## src/rtl/nir_pkg.sv

```systemverilog
// Shared types and constants of the NEC IR pulse decoder.
// Depends on nothing; every other file of the block imports it.
package nir_pkg;

    // Field widths.
    localparam int PULSE_W  = 18;
    localparam int CODE_W   = 32;
    localparam int BTN_W    = 2;
    localparam int ACT_W    = 3;
    localparam int PADDR_W  = 5;
    localparam int PDATA_W  = 32;
    localparam int REG_IDX_W = 3;

    // Register indexes on the configuration port (byte address is four times this).
    localparam logic [REG_IDX_W-1:0] REG_LEADER_MIN = 3'd0;
    localparam logic [REG_IDX_W-1:0] REG_LEADER_MAX = 3'd1;
    localparam logic [REG_IDX_W-1:0] REG_SPACE_MIN  = 3'd2;
    localparam logic [REG_IDX_W-1:0] REG_SPACE_MAX  = 3'd3;
    localparam logic [REG_IDX_W-1:0] REG_ZERO_MAX   = 3'd4;
    localparam logic [REG_IDX_W-1:0] REG_ONE_MAX    = 3'd5;
    localparam logic [REG_IDX_W-1:0] REG_REPEAT_MIN = 3'd6;
    localparam logic [REG_IDX_W-1:0] REG_REPEAT_MAX = 3'd7;

    // Register reset values.
    localparam logic [PULSE_W-1:0] RST_LEADER_MIN = 18'd1000;
    localparam logic [PULSE_W-1:0] RST_LEADER_MAX = 18'd10000;
    localparam logic [PULSE_W-1:0] RST_SPACE_MIN  = 18'd200;
    localparam logic [PULSE_W-1:0] RST_SPACE_MAX  = 18'd5000;
    localparam logic [PULSE_W-1:0] RST_ZERO_MAX   = 18'd1200;
    localparam logic [PULSE_W-1:0] RST_ONE_MAX    = 18'd3050;
    localparam logic [PULSE_W-1:0] RST_REPEAT_MIN = 18'd95000;
    localparam logic [PULSE_W-1:0] RST_REPEAT_MAX = 18'd150000;

    // Fixed window of the repeat-frame tail that is ignored outside the data phase.
    localparam logic [PULSE_W-1:0] TAIL_LO = 18'd2000;
    localparam logic [PULSE_W-1:0] TAIL_HI = 18'd3000;

    // Button states.
    localparam logic [BTN_W-1:0] BTN_RELEASED = 2'd0;
    localparam logic [BTN_W-1:0] BTN_PRESSED  = 2'd1;
    localparam logic [BTN_W-1:0] BTN_HELD     = 2'd2;

    // Actions.
    localparam logic [ACT_W-1:0] ACT_NONE     = 3'd0;
    localparam logic [ACT_W-1:0] ACT_FWD_FAST = 3'd1;
    localparam logic [ACT_W-1:0] ACT_FWD_NORM = 3'd2;
    localparam logic [ACT_W-1:0] ACT_FWD_SLOW = 3'd3;
    localparam logic [ACT_W-1:0] ACT_BCK_FAST = 3'd4;
    localparam logic [ACT_W-1:0] ACT_BCK_NORM = 3'd5;
    localparam logic [ACT_W-1:0] ACT_BCK_SLOW = 3'd6;

    // Known remote codes.
    localparam logic [CODE_W-1:0] KEY_FWD_FAST = 32'd16722135;
    localparam logic [CODE_W-1:0] KEY_FWD_NORM = 32'd16754775;
    localparam logic [CODE_W-1:0] KEY_FWD_SLOW = 32'd16738455;
    localparam logic [CODE_W-1:0] KEY_BCK_FAST = 32'd16713975;
    localparam logic [CODE_W-1:0] KEY_BCK_NORM = 32'd16746615;
    localparam logic [CODE_W-1:0] KEY_BCK_SLOW = 32'd16730295;

    // Window registers as seen by the classifier.
    typedef struct packed {
        logic [PULSE_W-1:0] leader_min;
        logic [PULSE_W-1:0] leader_max;
        logic [PULSE_W-1:0] space_min;
        logic [PULSE_W-1:0] space_max;
        logic [PULSE_W-1:0] zero_max;
        logic [PULSE_W-1:0] one_max;
        logic [PULSE_W-1:0] repeat_min;
        logic [PULSE_W-1:0] repeat_max;
    } cfg_t;

    // Window hits of one interval, the word that travels through the queue.
    typedef struct packed {
        logic rep;      // repeat-frame window
        logic tail;     // repeat-tail window
        logic leader;   // leader window
        logic space;    // start-space window
        logic zero;     // bit zero window
        logic one;      // bit one window
    } class_t;

    // Maps a latched code to its action.
    function automatic logic [ACT_W-1:0] map_action(input logic [CODE_W-1:0] c);
        logic [ACT_W-1:0] a;
        case (c)
            KEY_FWD_FAST: a = ACT_FWD_FAST;
            KEY_FWD_NORM: a = ACT_FWD_NORM;
            KEY_FWD_SLOW: a = ACT_FWD_SLOW;
            KEY_BCK_FAST: a = ACT_BCK_FAST;
            KEY_BCK_NORM: a = ACT_BCK_NORM;
            KEY_BCK_SLOW: a = ACT_BCK_SLOW;
            default:      a = ACT_NONE;
        endcase
        return a;
    endfunction

endpackage

```

## src/rtl/nir_cfg.sv

```systemverilog
// Window registers of the NEC IR pulse decoder behind an APB-style port.
// Depends on nir_pkg.
module nir_cfg
    import nir_pkg::*;
(
    input  logic               aclk,
    input  logic               aresetn,
    input  logic               psel,
    input  logic               penable,
    input  logic               pwrite,
    input  logic [PADDR_W-1:0] paddr,
    input  logic [PDATA_W-1:0] pwdata,
    output logic [PDATA_W-1:0] prdata,
    output logic               pready,
    output cfg_t               cfg
);

    cfg_t                 cfg_reg;
    logic                 wr_en;
    logic [REG_IDX_W-1:0] idx;
    logic [PULSE_W-1:0]   wval;
    logic [PULSE_W-1:0]   rval;

    assign pready = 1'b1;
    assign wr_en  = psel && penable && pwrite;
    assign idx    = paddr[PADDR_W-1:2];
    assign wval   = pwdata[PULSE_W-1:0];

    // Register writes in the access cycle.
    always_ff @(posedge aclk) begin
        if (!aresetn) begin
            cfg_reg.leader_min <= RST_LEADER_MIN;
            cfg_reg.leader_max <= RST_LEADER_MAX;
            cfg_reg.space_min  <= RST_SPACE_MIN;
            cfg_reg.space_max  <= RST_SPACE_MAX;
            cfg_reg.zero_max   <= RST_ZERO_MAX;
            cfg_reg.one_max    <= RST_ONE_MAX;
            cfg_reg.repeat_min <= RST_REPEAT_MIN;
            cfg_reg.repeat_max <= RST_REPEAT_MAX;
        end else if (wr_en) begin
            case (idx)
                REG_LEADER_MIN: cfg_reg.leader_min <= wval;
                REG_LEADER_MAX: cfg_reg.leader_max <= wval;
                REG_SPACE_MIN:  cfg_reg.space_min  <= wval;
                REG_SPACE_MAX:  cfg_reg.space_max  <= wval;
                REG_ZERO_MAX:   cfg_reg.zero_max   <= wval;
                REG_ONE_MAX:    cfg_reg.one_max    <= wval;
                REG_REPEAT_MIN: cfg_reg.repeat_min <= wval;
                REG_REPEAT_MAX: cfg_reg.repeat_max <= wval;
                default: ;
            endcase
        end
    end

    // Read-back mux.
    always_comb begin
        case (idx)
            REG_LEADER_MIN: rval = cfg_reg.leader_min;
            REG_LEADER_MAX: rval = cfg_reg.leader_max;
            REG_SPACE_MIN:  rval = cfg_reg.space_min;
            REG_SPACE_MAX:  rval = cfg_reg.space_max;
            REG_ZERO_MAX:   rval = cfg_reg.zero_max;
            REG_ONE_MAX:    rval = cfg_reg.one_max;
            REG_REPEAT_MIN: rval = cfg_reg.repeat_min;
            REG_REPEAT_MAX: rval = cfg_reg.repeat_max;
            default:        rval = '0;
        endcase
    end

    assign prdata = {{(PDATA_W-PULSE_W){1'b0}}, rval};
    assign cfg    = cfg_reg;

endmodule

```

## src/rtl/nir_front.sv

```systemverilog
// Front end of the NEC IR pulse decoder: takes intervals and sorts them into windows.
// Depends on nir_pkg.
module nir_front
    import nir_pkg::*;
(
    input  logic               s_valid,
    output logic               s_ready,
    input  logic [PULSE_W-1:0] s_pulse_us,
    input  cfg_t               cfg,
    input  logic               q_full,
    output logic               q_push,
    output class_t             q_word
);

    logic [PULSE_W-1:0] p;

    assign p       = s_pulse_us;
    assign s_ready = !q_full;
    assign q_push  = s_valid && !q_full;

    // Window compares; an inverted window simply never hits.
    always_comb begin
        q_word.rep    = (p >= cfg.repeat_min) && (p <= cfg.repeat_max);
        q_word.tail   = (p >= TAIL_LO) && (p <= TAIL_HI);
        q_word.leader = (p >= cfg.leader_min) && (p <= cfg.leader_max);
        q_word.space  = (p >= cfg.space_min) && (p <= cfg.space_max);
        q_word.zero   = (p != '0) && (p <= cfg.zero_max);
        q_word.one    = (p > cfg.zero_max) && (p <= cfg.one_max);
    end

endmodule

```

## src/rtl/nir_queue.sv

```systemverilog
// Two-word queue between the classifier and the frame decoder.
// Depends on nir_pkg.
module nir_queue
    import nir_pkg::*;
(
    input  logic   aclk,
    input  logic   aresetn,
    input  logic   push,
    input  class_t wr_word,
    output logic   full,
    input  logic   pop,
    output logic   empty,
    output class_t rd_word
);

    localparam int Depth = 2;
    localparam int PtrW  = $clog2(Depth);
    localparam int CntW  = $clog2(Depth + 1);

    class_t            mem [Depth];
    logic [PtrW-1:0]   wr_ptr_reg, rd_ptr_reg;
    logic [CntW-1:0]   count_reg;
    logic [CntW-1:0]   count_next;

    assign full    = (count_reg == CntW'(Depth));
    assign empty   = (count_reg == '0);
    assign rd_word = mem[rd_ptr_reg];

    always_comb begin
        count_next = count_reg;
        if (push && !pop) begin
            count_next = count_reg + CntW'(1);
        end else if (pop && !push) begin
            count_next = count_reg - CntW'(1);
        end
    end

    // Storage words carry no reset.
    always_ff @(posedge aclk) begin
        if (push) begin
            mem[wr_ptr_reg] <= wr_word;
        end
    end

    // Pointers and fill count.
    always_ff @(posedge aclk) begin
        if (!aresetn) begin
            wr_ptr_reg <= '0;
            rd_ptr_reg <= '0;
            count_reg  <= '0;
        end else begin
            if (push) begin
                wr_ptr_reg <= wr_ptr_reg + PtrW'(1);
            end
            if (pop) begin
                rd_ptr_reg <= rd_ptr_reg + PtrW'(1);
            end
            count_reg <= count_next;
        end
    end

endmodule

```

## src/rtl/nir_back.sv

```systemverilog
// Back end of the NEC IR pulse decoder: frame state machine, code latch and output word.
// Depends on nir_pkg.
module nir_back
    import nir_pkg::*;
#(
    parameter int FRAME_BITS = 32
) (
    input  logic              aclk,
    input  logic              aresetn,
    input  logic              q_empty,
    input  class_t            q_word,
    output logic              q_pop,
    output logic              m_valid,
    input  logic              m_ready,
    output logic              m_frame_done,
    output logic              m_repeat_seen,
    output logic [CODE_W-1:0] m_code,
    output logic [BTN_W-1:0]  m_button_state,
    output logic [ACT_W-1:0]  m_action
);

    localparam int CntW = $clog2(FRAME_BITS + 1);

    typedef enum logic [1:0] {
        PH_IDLE,
        PH_START,
        PH_DATA
    } phase_t;

    phase_t            phase_reg, phase_next;
    logic [CODE_W-1:0] shift_reg, shift_next;
    logic [CntW-1:0]   cnt_reg, cnt_next;
    logic [CntW-1:0]   cnt_inc;
    logic [CODE_W-1:0] last_reg, last_next;
    logic [BTN_W-1:0]  press_reg, press_next;
    logic [ACT_W-1:0]  act_reg, act_next;
    logic              valid_reg, valid_next;
    logic              done_reg, done_next;
    logic              rep_reg, rep_next;

    // A word is taken from the queue whenever the output slot is free or emptying.
    assign q_pop   = !q_empty && (!valid_reg || m_ready);
    assign cnt_inc = cnt_reg + CntW'(1);

    // Next-state logic of the frame decoder.
    always_comb begin
        phase_next = phase_reg;
        shift_next = shift_reg;
        cnt_next   = cnt_reg;
        last_next  = last_reg;
        press_next = press_reg;
        act_next   = act_reg;
        done_next  = done_reg;
        rep_next   = rep_reg;
        valid_next = valid_reg && !m_ready;
        if (q_pop) begin
            valid_next = 1'b1;
            done_next  = 1'b0;
            rep_next   = 1'b0;
            if (q_word.rep) begin
                // A repeat frame wins in every phase.
                press_next = BTN_HELD;
                act_next   = map_action(last_reg);
                rep_next   = 1'b1;
            end else if (phase_reg != PH_DATA && q_word.tail) begin
                // Repeat tail outside a data run is dropped.
            end else begin
                case (phase_reg)
                    PH_START: begin
                        if (q_word.space) begin
                            phase_next = PH_DATA;
                            shift_next = '0;
                            cnt_next   = '0;
                        end else begin
                            phase_next = PH_IDLE;
                        end
                    end
                    PH_DATA: begin
                        if (q_word.zero || q_word.one) begin
                            shift_next = {shift_reg[CODE_W-2:0], q_word.one};
                            cnt_next   = cnt_inc;
                            if (cnt_inc == CntW'(FRAME_BITS)) begin
                                last_next  = shift_next;
                                act_next   = map_action(shift_next);
                                phase_next = PH_IDLE;
                                press_next = BTN_PRESSED;
                                done_next  = 1'b1;
                            end
                        end else begin
                            phase_next = PH_IDLE;
                        end
                    end
                    PH_IDLE: begin
                        if (q_word.leader) begin
                            phase_next = PH_START;
                        end
                    end
                    default: begin
                        phase_next = PH_IDLE;
                    end
                endcase
            end
        end
    end

    // Decoder state and the registered output word.
    always_ff @(posedge aclk) begin
        if (!aresetn) begin
            phase_reg <= PH_IDLE;
            shift_reg <= '0;
            cnt_reg   <= '0;
            last_reg  <= '0;
            press_reg <= BTN_RELEASED;
            act_reg   <= ACT_NONE;
            valid_reg <= 1'b0;
            done_reg  <= 1'b0;
            rep_reg   <= 1'b0;
        end else begin
            phase_reg <= phase_next;
            shift_reg <= shift_next;
            cnt_reg   <= cnt_next;
            last_reg  <= last_next;
            press_reg <= press_next;
            act_reg   <= act_next;
            valid_reg <= valid_next;
            done_reg  <= done_next;
            rep_reg   <= rep_next;
        end
    end

    // State only moves when a new word is loaded, so it doubles as the output word.
    assign m_valid        = valid_reg;
    assign m_frame_done   = done_reg;
    assign m_repeat_seen  = rep_reg;
    assign m_code         = last_reg;
    assign m_button_state = press_reg;
    assign m_action       = act_reg;

endmodule

```

## src/rtl/nec_ir_pulse_decoder.sv

```systemverilog
// Top level of the NEC IR pulse decoder: window registers, classifier, queue, frame decoder.
// Depends on nir_pkg, nir_cfg, nir_front, nir_queue and nir_back.
//
//   Channel   Direction  Handshake          Contents
//   s_        in         s_valid/s_ready    s_pulse_us, one interval per word
//   m_        out        m_valid/m_ready    frame_done, repeat_seen, code, button_state, action
//   apb       in         psel/penable       eight 18-bit window registers at 4*index
//
// With m_ready high, one word per cycle is taken and one result per cycle is given.
// Each result passes through registers after its interval is accepted: the classifier writes
// the queue, and the frame decoder then loads the output register from the queue head.
// Reset is synchronous and active low; it empties the queue and restores all state
// and window registers. While m_ready is low the two-word queue fills and s_ready drops.
module nec_ir_pulse_decoder
    import nir_pkg::*;
#(
    parameter int FRAME_BITS = 32
) (
    input  logic               aclk,
    input  logic               aresetn,
    input  logic               s_valid,
    output logic               s_ready,
    input  logic [PULSE_W-1:0] s_pulse_us,
    output logic               m_valid,
    input  logic               m_ready,
    output logic               m_frame_done,
    output logic               m_repeat_seen,
    output logic [CODE_W-1:0]  m_code,
    output logic [BTN_W-1:0]   m_button_state,
    output logic [ACT_W-1:0]   m_action,
    input  logic               psel,
    input  logic               penable,
    input  logic               pwrite,
    input  logic [PADDR_W-1:0] paddr,
    input  logic [PDATA_W-1:0] pwdata,
    output logic [PDATA_W-1:0] prdata,
    output logic               pready
);

    cfg_t   cfg;
    class_t push_word;
    class_t head_word;
    logic   q_push, q_pop, q_full, q_empty;

    nir_cfg u_cfg (
        .aclk    (aclk),
        .aresetn (aresetn),
        .psel    (psel),
        .penable (penable),
        .pwrite  (pwrite),
        .paddr   (paddr),
        .pwdata  (pwdata),
        .prdata  (prdata),
        .pready  (pready),
        .cfg     (cfg)
    );

    nir_front u_front (
        .s_valid    (s_valid),
        .s_ready    (s_ready),
        .s_pulse_us (s_pulse_us),
        .cfg        (cfg),
        .q_full     (q_full),
        .q_push     (q_push),
        .q_word     (push_word)
    );

    nir_queue u_queue (
        .aclk    (aclk),
        .aresetn (aresetn),
        .push    (q_push),
        .wr_word (push_word),
        .full    (q_full),
        .pop     (q_pop),
        .empty   (q_empty),
        .rd_word (head_word)
    );

    nir_back #(
        .FRAME_BITS (FRAME_BITS)
    ) u_back (
        .aclk           (aclk),
        .aresetn        (aresetn),
        .q_empty        (q_empty),
        .q_word         (head_word),
        .q_pop          (q_pop),
        .m_valid        (m_valid),
        .m_ready        (m_ready),
        .m_frame_done   (m_frame_done),
        .m_repeat_seen  (m_repeat_seen),
        .m_code         (m_code),
        .m_button_state (m_button_state),
        .m_action       (m_action)
    );

endmodule

```

## config.mk

```make
export PLATFORM = sky130hd
export DESIGN_NAME = nec_ir_pulse_decoder
export DESIGN_NICKNAME = d
export VERILOG_FILES = /design/src/rtl/nir_pkg.sv /design/src/rtl/nir_cfg.sv /design/src/rtl/nir_front.sv /design/src/rtl/nir_queue.sv /design/src/rtl/nir_back.sv /design/src/rtl/nec_ir_pulse_decoder.sv
export SDC_FILE = /design/constraint.sdc
export NUM_CORES = 1
export LEC_CHECK = 0
export BUFFER_PORTS_ARGS = -buffer_cell sky130_fd_sc_hd__buf_2
export CORE_MARGIN = 2
export CORE_UTILIZATION = 45
export CTS_BUF_LIST = sky130_fd_sc_hd__clkbuf_4 sky130_fd_sc_hd__clkbuf_8 sky130_fd_sc_hd__clkbuf_16
export CTS_CLUSTER_SIZE = 10
export DETAILED_ROUTE_END_ITERATION = 7
export PLACE_DENSITY_LB_ADDON = 0.3
export SLEW_MARGIN = 5
export SYNTH_ARGS = -nofsm -noshare
export SYNTH_HDL_FRONTEND = slang
export SYNTH_SLANG_ARGS = --single-unit
```

## constraint.sdc

```tcl
create_clock -name aclk -period 5.5 [get_ports aclk]
set_input_delay 0.825 -clock aclk [delete_from_list [all_inputs] [get_ports aclk]]
set_output_delay 0.825 -clock aclk [all_outputs]
set_load 0.02 [all_outputs]
```

==> flow_summary.yaml <==
cts:
  cts_tree: "yes"
  post_cts_buffers: 0
  path_clk_slew_ns: 0.05
  clkLatencyLatePin_ns: 0.56
  cts_hold_buf: 0
  cts_buffer_depth: 3
  h-tree-depth: 1
  root_buffer: "clkbuf_16"
  numCtsBuffers: 29
  cts_sinks: 240
  cts_resized: 0
sta:
  finalSetupViolations: 0
  whs_ns: 0.467
  finalWorstSetupSlack_ns: 1.53
  final.setup.tns_ns: 0
  fmax_mhz: 252
  maxSlewHeadroom_pct: 11.1
  fin_crit_ns: 3.97
  rsz0062_at_grt: "no"
  finalMaxSlewViolations: 0
  skew_ns: 0.0223
  hold_viol: 0
  tightest_slew_ns: 1.33
  fin_crit_sh_pct: 72.1
layout:
  fillCellCount: 3014
  drive_above_1_share_pct: 10.8
  largest_reg_flops: 144
  layout_common_cells: "nand2_1, dfxtp_1, inv_1"
  nets: 1978
  layout_commonest_cell: "nand2_1"
  area_delta_synth_final_pct: 10.2
  num_antenna_cells: 0
logic_synthesis:
  ys_warn_count: 0
  synthCells: 1723
  synth_top_flop_cell: "dfxtp_1"
  synth_edf_count: 12
  netlist_area_mm2: 0.0143
  synth-seq-cells: 240
  ys_types: 77
  synthArstFlopShare_pct: 0
  ys_seq_area_share_pct: 34.4
  syn-mean-instance-area_um2: 8.31
global_route:
  grt_usage_pct: 26.4
  grt_max_degree: 178
  antenna_found_initial: 0
  grt_pass1_wl_mm: 68.3
  grt_pass1_vias: 12100
  overflow: 0
placement:
  portBuffers: 104
  pre_cts_slack_ns: 1.61
  gp_congestion: 0.940
  dp_hpwl_mm: 31.4
worst_setup_path:
  ff2ff_path_depth: 7
  crit_arrival_ns: 3.14
  start_kind: "input port"
  worstPathRequired_ns: 4.68
  r2r-end: "u_back.m_code[0]$_SDFFE_PN0P_"
  endpoint_kind: "primary output"
  crit_path_end: "prdata[9]"
  critical_path_class: "input port to primary output"
  cp_max_fo: 21
  reg2reg_slack_ns: 2.32
  crit_start: "paddr[4]"
power:
  p_comb_share_pct: 13.9
  totalPowerFinal_mw: 4.20
  p_per_area_mw_per_mm2: 266
  p_sw_mw: 1.13
  p_int_mw: 3.07
  peakVddDrop_mv: 0.243
  pwr-share-clk_pct: 42.3
  p_sw_share_pct: 26.9
  power_frac_seq_pct: 43.8
  leakage_nw: 6.44
floorplanning:
  initial_core_util_pct: 45.5
  die_area_mm2: 0.0333
  die_y_um: 182
  core-area_mm2: 0.0315
  boundaryPins: 136
  die_x_um: 182
  rows: 65
route:
  drc: 0
  wl_mm: 44.2
  ant_nets: 0
  viasPerCell: 5.82
  drtIter0Drc: 1128
  vias: 12700
  detail_route.first_pass.iterations: 5
  wl_per_cell_um: 20.3
flow_run:
  maxCapViolCount: 0
hold_path:
  hold_class: "register to register"
run_status:
  outcome: "completed"
## final cells by class
| type | count | area [µm²] | area share [%] |
|---|---|---|---|
| Tap cell | 402 | 503 | 3.19 |
| Clock buffer | 36 | 797 | 5.05 |
| Timing Repair Buffer | 116 | 617 | 3.91 |
| Inverter | 149 | 559 | 3.54 |
| Clock inverter | 5 | 53.8 | 0.341 |
| Sequential cell | 240 | 4920 | 31.2 |
| Multi-Input combinational cell | 1234 | 8330 | 52.8 |
## cell usage after synthesis, drive strengths merged (4+ instances only)
library cell / number / share of area, %
a211o: 5 / 0.31
dfxtp: 228 / 32
nand2b: 9 / 0.39
o21ai: 54 / 1.9
inv: 148 / 3.9
a221oi: 10 / 0.61
a22oi: 8 / 0.42
ha: 146 / 13
and3: 6 / 0.26
nor2b: 45 / 2.0
nor3: 14 / 0.52
edfxtp: 12 / 2.5
o22ai: 5 / 0.22
mux2i: 50 / 3.5
o22a: 6 / 0.37
a21o: 8 / 0.43
o21a: 6 / 0.31
buf: 48 / 2.4
or4: 4 / 0.21
o211ai: 51 / 2.7
a21boi: 132 / 6.9
mux4: 14 / 2.2
a211oi: 19 / 1.0
a21oi: 56 / 2.0
and2: 7 / 0.31
nand4: 28 / 1.2
nor4: 5 / 0.22
a31oi: 11 / 0.48
nor2: 61 / 1.7
nand3: 51 / 1.8
nand2: 348 / 9.1
or3: 8 / 0.35
clkbuf: 65 / 1.8
## metal layers
metal  global-route usage [%]  vias to the layer above  routed length (µm)
li1                         -                     6058                   -
met1                     35.5                     6064               19400
met2                     42.7                      482               19900
met3                     3.61                      106                3120
met4                     10.6                        0                1760
met5                        0                        -                   0
## worst min path at each step
stage,start,end,depth (start not counted)
after detailed placement,u_cfg.cfg[114]$_SDFFE_PN0P_,u_cfg.cfg[114]$_SDFFE_PN0P_,2
after global routing,u_cfg.cfg[114]$_SDFFE_PN0P_,u_cfg.cfg[114]$_SDFFE_PN0P_,2
after global placement,u_cfg.cfg[114]$_SDFFE_PN0P_,u_cfg.cfg[114]$_SDFFE_PN0P_,2
after CTS,u_cfg.cfg[46]$_SDFFE_PN0P_,u_cfg.cfg[46]$_SDFFE_PN0P_,2
after floorplan,u_back.shift_reg[30]$_SDFFE_PN0P_,u_back.shift_reg[30]$_SDFFE_PN0P_,2
final,u_cfg.cfg[48]$_SDFFE_PN0P_,u_cfg.cfg[48]$_SDFFE_PN0P_,2
## through the flow
stage / util, % / cell area, µm² / instances
floorplan: - / 14400 / 1736
global placement: 47.4 / 14900 / 2141
detailed placement: 47.4 / 14900 / 2141
CTS: 50.1 / 15800 / 2182
global route: 50.1 / 15800 / 2182
finish: 50.1 / 15800 / 2182
## cells by family after synthesis
| group | synth area share (%) |
|---|---|
| simple gates | 19.4 |
| mux | 5.96 |
| flops | 34.4 |
| compound gates | 19.1 |
| other cells | 0.0524 |
| fa+ha+maj | 12.8 |
| buf+inv | 8.02 |
| xor+xnor | 0.306 |
## worst max-delay path, cell delays in order
cell      delay, ns
buf_2          0.37
clkinv_1       0.53
nand2_1        0.50
nor2_1         0.08
a211oi_1       0.24
a21oi_1        0.09
a31oi_1        0.26
buf_2          0.22
## power by group through the flow
stage | Sequential (mW) | Combinational [mW] | Clock, mW
after global routing | 1.85 | 0.639 | 1.87
after detailed placement | 1.88 | 0.576 | 0
after floorplan | 1.88 | 0.395 | 0
after CTS | 1.84 | 0.580 | 1.80
after global placement | 1.88 | 0.563 | 0
final | 1.84 | 0.584 | 1.77
No activity file was read; power rests on OpenSTA's default activity.
